[src/rtl/core/acu_pkg.sv]
// acu_pkg: shared constants, types and event codes for the arithmetic coder interval update
// no dependencies
package acu_pkg;

    localparam int STATE_BITS = 32;
    localparam int FREQ_W     = 31;
    localparam int PROD_W     = STATE_BITS + FREQ_W + 1;
    localparam int CNT_W      = $clog2(PROD_W + 1);
    localparam int EVT_CNT_W  = $clog2(STATE_BITS + 1);

    localparam logic [STATE_BITS-1:0] STATE_MASK = {STATE_BITS{1'b1}};
    localparam logic [STATE_BITS-1:0] HALF_BIT   = {1'b1, {(STATE_BITS-1){1'b0}}};
    localparam logic [STATE_BITS-1:0] QTR_BIT    = HALF_BIT >> 1;
    localparam logic [STATE_BITS:0]   MAX_TOTAL  = {1'b0, QTR_BIT} + (STATE_BITS+1)'(2);

    typedef enum logic [1:0] {
        EV_SHIFT     = 2'd0,
        EV_UNDERFLOW = 2'd1,
        EV_DONE      = 2'd2,
        EV_ERROR     = 2'd3
    } t_event;

    typedef enum logic [3:0] {
        ST_IDLE,
        ST_MUL_HI,
        ST_DIV_HI,
        ST_MUL_LO,
        ST_DIV_LO,
        ST_BOUNDS,
        ST_SHIFT,
        ST_UNDER,
        ST_DONE,
        ST_ERROR
    } t_state;

    // request/status between sequencer and shared divider
    typedef struct packed {
        logic start;
    } t_div_req;

    typedef struct packed {
        logic busy;
        logic done;
    } t_div_sts;

endpackage

[src/rtl/core/acu_stream_if.sv]
// acu_stream_if: valid/ready channels for input symbols and result events
// depends on acu_pkg
interface acu_in_if;
    import acu_pkg::*;
    logic              valid;
    logic              ready;
    logic [FREQ_W-1:0] cum_low;
    logic [FREQ_W-1:0] cum_high;
    logic [FREQ_W-1:0] freq_total;
    modport source (output valid, cum_low, cum_high, freq_total, input ready);
    modport sink   (input valid, cum_low, cum_high, freq_total, output ready);
endinterface

interface acu_out_if;
    logic        valid;
    logic        ready;
    logic [1:0]  event_kind;
    logic        shift_bit;
    logic [31:0] low_bound;
    logic [31:0] high_bound;
    logic        last;
    modport source (output valid, event_kind, shift_bit, low_bound, high_bound, last,
                    input ready);
    modport sink   (input valid, event_kind, shift_bit, low_bound, high_bound, last,
                    output ready);
endinterface

[src/rtl/core/acu_divider.sv]
// acu_divider: restoring radix-2 divider, one quotient bit per cycle
// depends on acu_pkg
module acu_divider
    import acu_pkg::*;
(
    input  logic              i_clk,
    input  logic              i_rst_n,
    input  t_div_req          i_req,
    input  logic [PROD_W-1:0] i_dividend,
    input  logic [FREQ_W-1:0] i_divisor,
    output t_div_sts          o_sts,
    output logic [PROD_W-1:0] o_quotient
);

    logic [PROD_W-1:0] r_quo, n_quo;
    logic [FREQ_W:0]   r_rem, n_rem;
    logic [CNT_W-1:0]  r_cnt, n_cnt;
    logic              r_busy, n_busy;
    logic              r_done, n_done;
    logic [FREQ_W+1:0] w_trial;

    // one shift-subtract step per cycle
    always_comb begin
        n_quo  = r_quo;
        n_rem  = r_rem;
        n_cnt  = r_cnt;
        n_busy = r_busy;
        n_done = 1'b0;
        w_trial = {r_rem, r_quo[PROD_W-1]} - {2'b00, i_divisor};
        if (i_req.start) begin
            n_quo  = i_dividend;
            n_rem  = '0;
            n_cnt  = CNT_W'(PROD_W);
            n_busy = 1'b1;
        end else if (r_busy) begin
            if (!w_trial[FREQ_W+1]) begin
                n_rem = w_trial[FREQ_W:0];
                n_quo = {r_quo[PROD_W-2:0], 1'b1};
            end else begin
                n_rem = {r_rem[FREQ_W-1:0], r_quo[PROD_W-1]};
                n_quo = {r_quo[PROD_W-2:0], 1'b0};
            end
            n_cnt = r_cnt - CNT_W'(1);
            if (r_cnt == CNT_W'(1)) begin
                n_busy = 1'b0;
                n_done = 1'b1;
            end
        end
    end

    always_ff @(posedge i_clk) begin
        if (!i_rst_n) begin
            r_busy <= 1'b0;
            r_done <= 1'b0;
            r_cnt  <= '0;
        end else begin
            r_busy <= n_busy;
            r_done <= n_done;
            r_cnt  <= n_cnt;
        end
        r_quo <= n_quo;
        r_rem <= n_rem;
    end

    assign o_sts.busy = r_busy;
    assign o_sts.done = r_done;
    assign o_quotient = r_quo;

endmodule

[src/rtl/core/arith_coder_interval_update.sv]
// arith_coder_interval_update: interval narrowing and normalization sequencer
// depends on acu_pkg, acu_stream_if, acu_divider
//
// channel   dir  handshake     payload
// s_in      in   valid/ready   cum_low, cum_high, freq_total
// m_out     out  valid/ready   event_kind, shift_bit, low_bound, high_bound, last
//
// ready returns in the cycle after the last item is taken.
// the shared 64-step restoring divider runs twice per symbol.
// ready is low from acceptance until the last item leaves; stalls on m_out hold state.
// synchronous active-low reset sets low to zero and high to all ones.
module arith_coder_interval_update
    import acu_pkg::*;
(
    input  logic   i_clk,
    input  logic   i_rst_n,
    acu_in_if.sink   s_in,
    acu_out_if.source m_out
);

    t_state r_state, n_state;
    logic [STATE_BITS-1:0] r_low, n_low, r_high, n_high;
    logic [STATE_BITS-1:0] r_lo, n_lo, r_hi, n_hi;
    logic [STATE_BITS:0]   r_ran, n_ran;
    logic [FREQ_W-1:0]     r_clo, n_clo, r_chi, n_chi, r_tot, n_tot;
    logic [PROD_W-1:0]     r_prod, n_prod;
    logic [PROD_W-1:0]     r_qhi, n_qhi;
    logic [EVT_CNT_W-1:0]  r_n, n_n;
    logic [FREQ_W-1:0]     w_mul_op;
    logic [PROD_W-1:0]     w_mul;
    t_div_req              w_req;
    t_div_sts              w_sts;
    logic [PROD_W-1:0]     w_quo;
    logic                  w_bad;
    logic                  w_out_go;

    acu_divider u_div (
        .i_clk      (i_clk),
        .i_rst_n    (i_rst_n),
        .i_req      (w_req),
        .i_dividend (r_prod),
        .i_divisor  (r_tot),
        .o_sts      (w_sts),
        .o_quotient (w_quo)
    );

    // shared multiplier: cum bound times range
    assign w_mul_op = (r_state == ST_MUL_HI) ? r_chi : r_clo;
    assign w_mul    = PROD_W'(w_mul_op) * PROD_W'(r_ran);

    assign w_bad = (s_in.cum_low >= s_in.cum_high) || (s_in.cum_high > s_in.freq_total)
                || (s_in.freq_total == '0)
                || ({1'b0, {(STATE_BITS+1-FREQ_W){1'b0}}, s_in.freq_total} >
                    {1'b0, MAX_TOTAL});

    assign s_in.ready = (r_state == ST_IDLE);
    assign w_out_go   = m_out.ready;

    // sequencer next state and outputs
    always_comb begin
        n_state = r_state;
        n_low = r_low; n_high = r_high;
        n_lo = r_lo; n_hi = r_hi; n_ran = r_ran;
        n_clo = r_clo; n_chi = r_chi; n_tot = r_tot;
        n_prod = r_prod; n_qhi = r_qhi; n_n = r_n;
        w_req.start = 1'b0;
        m_out.valid = 1'b0;
        m_out.event_kind = EV_SHIFT;
        m_out.shift_bit = 1'b0;
        m_out.low_bound = '0;
        m_out.high_bound = '0;
        m_out.last = 1'b0;
        unique case (r_state)
            ST_IDLE: begin
                if (s_in.valid) begin
                    n_clo = s_in.cum_low; n_chi = s_in.cum_high; n_tot = s_in.freq_total;
                    n_n = '0;
                    if (w_bad) begin
                        n_state = ST_ERROR;
                    end else begin
                        n_ran = (r_high < r_low) ? (STATE_BITS+1)'(1)
                              : {1'b0, r_high} - {1'b0, r_low} + (STATE_BITS+1)'(1);
                        n_state = ST_MUL_HI;
                    end
                end
            end
            ST_MUL_HI: begin
                n_prod = w_mul;
                w_req.start = 1'b0;
                n_state = ST_DIV_HI;
            end
            ST_DIV_HI: begin
                if (!w_sts.busy && !w_sts.done) begin
                    w_req.start = 1'b1;
                end else if (w_sts.done) begin
                    n_qhi = w_quo;
                    n_state = ST_MUL_LO;
                end
            end
            ST_MUL_LO: begin
                n_prod = w_mul;
                n_state = ST_DIV_LO;
            end
            ST_DIV_LO: begin
                if (!w_sts.busy && !w_sts.done) begin
                    w_req.start = 1'b1;
                end else if (w_sts.done) begin
                    n_prod = w_quo;
                    n_state = ST_BOUNDS;
                end
            end
            ST_BOUNDS: begin
                n_hi = r_low + r_qhi[STATE_BITS-1:0] - STATE_BITS'(1);
                n_lo = r_low + r_prod[STATE_BITS-1:0];
                n_state = ST_SHIFT;
            end
            ST_SHIFT: begin
                if (((r_lo ^ r_hi) & HALF_BIT) == '0 && r_n != EVT_CNT_W'(STATE_BITS)) begin
                    m_out.valid = 1'b1;
                    m_out.event_kind = EV_SHIFT;
                    m_out.shift_bit = r_lo[STATE_BITS-1];
                    if (w_out_go) begin
                        n_n = r_n + EVT_CNT_W'(1);
                        n_lo = r_lo << 1;
                        n_hi = (r_hi << 1) | STATE_BITS'(1);
                    end
                end else begin
                    n_state = ST_UNDER;
                end
            end
            ST_UNDER: begin
                if ((r_lo & ~r_hi & QTR_BIT) != '0 && r_n != EVT_CNT_W'(STATE_BITS)) begin
                    m_out.valid = 1'b1;
                    m_out.event_kind = EV_UNDERFLOW;
                    if (w_out_go) begin
                        n_n = r_n + EVT_CNT_W'(1);
                        n_lo = (r_lo << 1) ^ HALF_BIT;
                        n_hi = ((r_hi ^ HALF_BIT) << 1) | HALF_BIT | STATE_BITS'(1);
                    end
                end else begin
                    n_state = ST_DONE;
                end
            end
            ST_DONE: begin
                m_out.valid = 1'b1;
                m_out.event_kind = EV_DONE;
                m_out.low_bound = r_lo;
                m_out.high_bound = r_hi;
                m_out.last = 1'b1;
                if (w_out_go) begin
                    n_low = r_lo; n_high = r_hi;
                    n_state = ST_IDLE;
                end
            end
            ST_ERROR: begin
                m_out.valid = 1'b1;
                m_out.event_kind = EV_ERROR;
                m_out.last = 1'b1;
                if (w_out_go) n_state = ST_IDLE;
            end
            default: n_state = ST_IDLE;
        endcase
    end

    always_ff @(posedge i_clk) begin
        if (!i_rst_n) begin
            r_state <= ST_IDLE;
            r_low   <= '0;
            r_high  <= STATE_MASK;
            r_n     <= '0;
        end else begin
            r_state <= n_state;
            r_low   <= n_low;
            r_high  <= n_high;
            r_n     <= n_n;
        end
        r_lo <= n_lo; r_hi <= n_hi; r_ran <= n_ran;
        r_clo <= n_clo; r_chi <= n_chi; r_tot <= n_tot;
        r_prod <= n_prod; r_qhi <= n_qhi;
    end

endmodule
[src/flat_wrapper.sv]
// flat-port wrapper written by rule: the top's interface ports become plain ports
module arith_coder_interval_update_flat import acu_pkg::*;
  (i_clk, i_rst_n, s_in_valid, s_in_cum_low, s_in_cum_high, s_in_freq_total, s_in_ready, m_out_valid, m_out_event_kind, m_out_shift_bit, m_out_low_bound, m_out_high_bound, m_out_last, m_out_ready);
  acu_in_if s_in_i ();
  acu_out_if m_out_i ();
  input  logic i_clk;
  input  logic i_rst_n;
  input wire logic [$bits(s_in_i.valid)-1:0] s_in_valid;
  input wire logic [$bits(s_in_i.cum_low)-1:0] s_in_cum_low;
  input wire logic [$bits(s_in_i.cum_high)-1:0] s_in_cum_high;
  input wire logic [$bits(s_in_i.freq_total)-1:0] s_in_freq_total;
  output wire logic [$bits(s_in_i.ready)-1:0] s_in_ready;
  output wire logic [$bits(m_out_i.valid)-1:0] m_out_valid;
  output wire logic [$bits(m_out_i.event_kind)-1:0] m_out_event_kind;
  output wire logic [$bits(m_out_i.shift_bit)-1:0] m_out_shift_bit;
  output wire logic [$bits(m_out_i.low_bound)-1:0] m_out_low_bound;
  output wire logic [$bits(m_out_i.high_bound)-1:0] m_out_high_bound;
  output wire logic [$bits(m_out_i.last)-1:0] m_out_last;
  input wire logic [$bits(m_out_i.ready)-1:0] m_out_ready;
  assign s_in_i.valid = s_in_valid;
  assign s_in_i.cum_low = s_in_cum_low;
  assign s_in_i.cum_high = s_in_cum_high;
  assign s_in_i.freq_total = s_in_freq_total;
  assign s_in_ready = s_in_i.ready;
  assign m_out_valid = m_out_i.valid;
  assign m_out_event_kind = m_out_i.event_kind;
  assign m_out_shift_bit = m_out_i.shift_bit;
  assign m_out_low_bound = m_out_i.low_bound;
  assign m_out_high_bound = m_out_i.high_bound;
  assign m_out_last = m_out_i.last;
  assign m_out_i.ready = m_out_ready;
  arith_coder_interval_update u_core (.i_clk(i_clk), .i_rst_n(i_rst_n), .s_in(s_in_i), .m_out(m_out_i));
endmodule
[config.mk]
export PLATFORM = sky130hd
export DESIGN_NAME = arith_coder_interval_update_flat
export DESIGN_NICKNAME = d
export VERILOG_FILES = /design/src/rtl/core/acu_pkg.sv /design/src/rtl/core/acu_stream_if.sv /design/src/rtl/core/acu_divider.sv /design/src/rtl/core/arith_coder_interval_update.sv /design/src/flat_wrapper.sv
export SDC_FILE = /design/constraint.sdc
export NUM_CORES = 2
export LEC_CHECK = 0
export BUFFER_PORTS_ARGS = -buffer_cell sky130_fd_sc_hd__buf_2
export CAP_MARGIN = 20
export CORE_ASPECT_RATIO = 0.5
export CORE_MARGIN = 1.5
export CORE_UTILIZATION = 70
export CTS_CLUSTER_SIZE = 30
export DETAILED_ROUTE_END_ITERATION = 7
export HOLD_SLACK_MARGIN = 0.1
export PLACE_DENSITY = 0.88
export SYNTH_ARGS = -nofsm -noshare
export SYNTH_HDL_FRONTEND = slang
export SYNTH_SLANG_ARGS = --single-unit
[constraint.sdc]
create_clock -name i_clk -period 22.2 [get_ports i_clk]
set_input_delay 1.11 -clock i_clk [delete_from_list [all_inputs] [get_ports i_clk]]
set_output_delay 1.11 -clock i_clk [all_outputs]
set_load 0.005 [all_outputs]
==> results.md <==
- Share of cells above drive strength 1: ~7.3%
- Max Cap Viol: 0
- Vias per Instance: 6.16
- Initial antenna violation count: 8
- Core Box Area: approximately 0.085 mm^2
- Per-cell routed wire length: roughly 22 um
- Final period util: ~45%
- Synth Register Bits: 465
- GRT Resource Usage Total: 39.1%
- Hold EP: u_core.r_qhi[26]
- Die H: between 200 and 250 um
- Hold-critical path depth: 0
- Row count: between 70 and 80
- Origin of the critical flop-to-flop path: u_core.r_state[0]
- Hold path startpoint: u_core.u_div.o_quotient[26]
- Post-route ant nets: 0
- Area taken by flip-flops and latches: 0.0128 mm^2
- Yosys top cell area share: a little under a third
- Synth cell types: 92
- First-pass GRT wire length: roughly 270000 um
- Nature of the critical path startpoint: flop
- Initial Util: 71.3%
- Crit end category: flop
- Layout Nets: 7934
- Detailed Route WL: 169000 um
- Synth Area per Inst: 9.36 um^2
- Met1 GRT Util: a little over half
- EDFF count, synth: 350
- Cell Area, Synth: 0.0604 mm^2
- Post-synth ARST share: 0%
- Crit path kind: reg2reg
- Outcome: finished, final reports clean
- Post-CTS setup buffer count: 0
- Clock buffer depth: 3
- Critical path arrival: 10.24 ns
- R2R depth: 26
- FMAX: 101 MHz
- Fin Setup TNS: 0 ns
- Count leader, synth: inv_1
- Clk Latency, worst-skew pair: about 0.64 ns
- Slew headroom: 28.4%
- HPWL Detailed: between 100000 and 150000 um
- Leading post-synthesis cells by cell area: fa_1 30%, edfxtp_1 17%, ha_1 11%
- Root buffer selected by CTS: clkbuf_16
- # DRC: 0
- Syn. warnings: 0
- Tightest Hold Check Type: reg2reg
- Number of global-route vias before repair: 49600
- Layout area overhead: 5.32%
- Routing usage on met2: between 60 and 70%
- Final setup fails: 0
- Max-slew violations: 0
- Count of final hold-check violations: 0
- Cells after Synth: 6449
- Hold_buf cts: 0
- Number of port buffers: 166
- R2r endpoint: u_core.r_prod[36]
- TritonRoute pass-1 iters: 8
- CTS H-Tree Depth: 2
- Clock slew seen by the registers of the worst setup and hold paths: 0.06 ns
- Dominant cell type by area after synthesis: fa_1
- R2r setup slk: 12.30 ns
- Worst Path Required: 22.53 ns
- Num CTS Buffers: between 40 and 50
- Die Span X: 418 um
- Mapped Nets: ~8000
- Largest net degree at the start of global routing: 81
- Setup Skew: 0.0432 ns
- Synth top cells by count: 1139 x inv_1, 968 x nand2_1, 914 x fa_1, 511 x ha_1, 506 x and2_1
- Most used DFF post-synth: edfxtp_1
- RSZ-0062 raised after global routing: no
- Clock sinks: 465
- CP max FO: 35
- M3 GR Usage: 9.52%
- First DRT Iteration DRCs: 4883
- Seq/Total Area, Yosys: 21.2%
- Slew of the pin with the lowest slew margin: 1.07 ns
- CTS tree: done
- Via count: 46900
- Busiest layer in global routing: met2
- Routability congestion estimate: approximately 1.0
- Grt ovf: 0
- Area occupied by multi-input gates: 0.0422 mm^2
- Tmin final: roughly 9.9 ns
- Boundary Pins: 167
- Post-CTS sizing: 0
- Die Footprint: around 0.088 mm^2
- Fill cell count: 5926
[final cells by class]
class                           count  share of cell area, %
Tap cell                         1155                   2.27
Clock buffer                       64                   2.13
Antenna cell                        7                 0.0275
Clock inverter                     24                  0.382
Multi-Input combinational cell   4537                   66.4
Sequential cell                   465                   20.1
Timing Repair Buffer              222                   1.97
Inverter                         1139                   6.72
[worst max path at each step]
| stage | slack (ns) | end | depth (start not counted) | start |
|---|---|---|---|---|
| 6_report | 12.30 | u_core.r_prod[36] | 26 | u_core.r_state[0] |
| 5_1_grt | 11.93 | u_core.r_prod[60] | 28 | u_core.r_state[0] |
| 4_1_cts | 12.53 | u_core.r_prod[56] | 26 | u_core.r_state[0] |
| 3_5_place_dp | 12.60 | u_core.r_prod[60] | 28 | u_core.r_state[0] |
| 3_3_place_gp | 12.67 | u_core.r_prod[56] | 28 | u_core.r_state[0] |
| 2_1_floorplan | 13.72 | u_core.r_prod[58] | 30 | u_core.r_state[2] |
[cell families (layout without fill, tap and decap cells)]
kind of cell,after synthesis,in the layout,synth area share (%)
mux,108,108,2.00
simple gates,1993,1993,15.5
flops,465,465,21.2
buf+inv,1447,1449,9.04
xor+xnor,182,182,2.65
other cells,0,7,0
fa+ha+maj,1425,1425,40.9
compound gates,829,829,8.68
[critical path, stage by stage (launching register included)]
cell and delay (ns):
dfxtp_1 0.73, nor4b_2 0.32, buf_4 0.43, mux2_2 0.71, and2_1 0.35, fa_1 0.53, inv_1 0.06, fa_1 0.54
inv_1 0.07, fa_1 0.51, inv_1 0.06, fa_1 0.55, inv_1 0.06, fa_1 0.52, fa_1 0.47, fa_1 0.55
fa_1 0.45, ha_1 0.39, nand4_1 0.20, nor2_1 0.32, nand4_1 0.17, o31ai_2 0.47, nor2_1 0.21, o21ai_2 0.26
a31oi_1 0.13, xor2_1 0.29, o21ai_0 0.13
[cells in the final DEF, fill, tap and decap left out, drive strengths merged, types with 33 or more instances in the layout]
cell    netlist  layout
o21bai       33      33
nand2       969     969
o211ai       33      33
ha          511     511
a21o         92      92
inv        1139    1140
nor3         33      33
and2        508     508
xor2         71      71
fa          914     914
xnor2       111     111
buf          21     222
mux2        103     103
a31oi        41      41
a21oi       290     290
nand3        60      60
o21ai       183     183
clkbuf      287      64
dfxtp       115     115
nand4        44      44
edfxtp      350     350
nor2        249     249
[metrics by stage]
stage	setup WS (ns)	cell area [um^2]	hold WS, ns	std cells	utilization (%)
after global placement	12.67	62000	0.458	7518	73.2
after global routing	11.93	63600	0.481	7611	75.1
final	12.30	63600	0.456	7613	75.1
after floorplan	13.72	60400	0.446	6449	-
after detailed placement	12.60	62000	0.462	7518	73.2
after CTS	12.53	63600	0.457	7606	75.1
[state kept, by name, indices dropped and copies added, names as in the netlist]
signal / flops
u_core.r_prod: 64
u_core.u_div.o_quotient: 64
u_core.r_ran: 33
u_core.r_hi: 32
u_core.r_high: 32
u_core.r_lo: 32
u_core.r_low: 32
u_core.r_qhi: 32
u_core.u_div.r_rem: 32
u_core.r_chi: 31
u_core.r_clo: 31
u_core.r_tot: 31
u_core.u_div.r_cnt: 7
u_core.r_n: 6
u_core.r_state: 4
u_core.u_div.r_busy: 1
u_core.u_div.r_done: 1
[per-layer routing]
layer	part of all wire (%)	up-vias	wire length, um
li1	-	20300	-
met1	40	23400	67400
met2	45	2825	75900
met3	12	414	20500
met4	2.8	2	4780
met5	0.0077	-	13
Power is not shown: default switching activity piles up to over one toggle a cycle in this logic, so the estimate is an artifact.
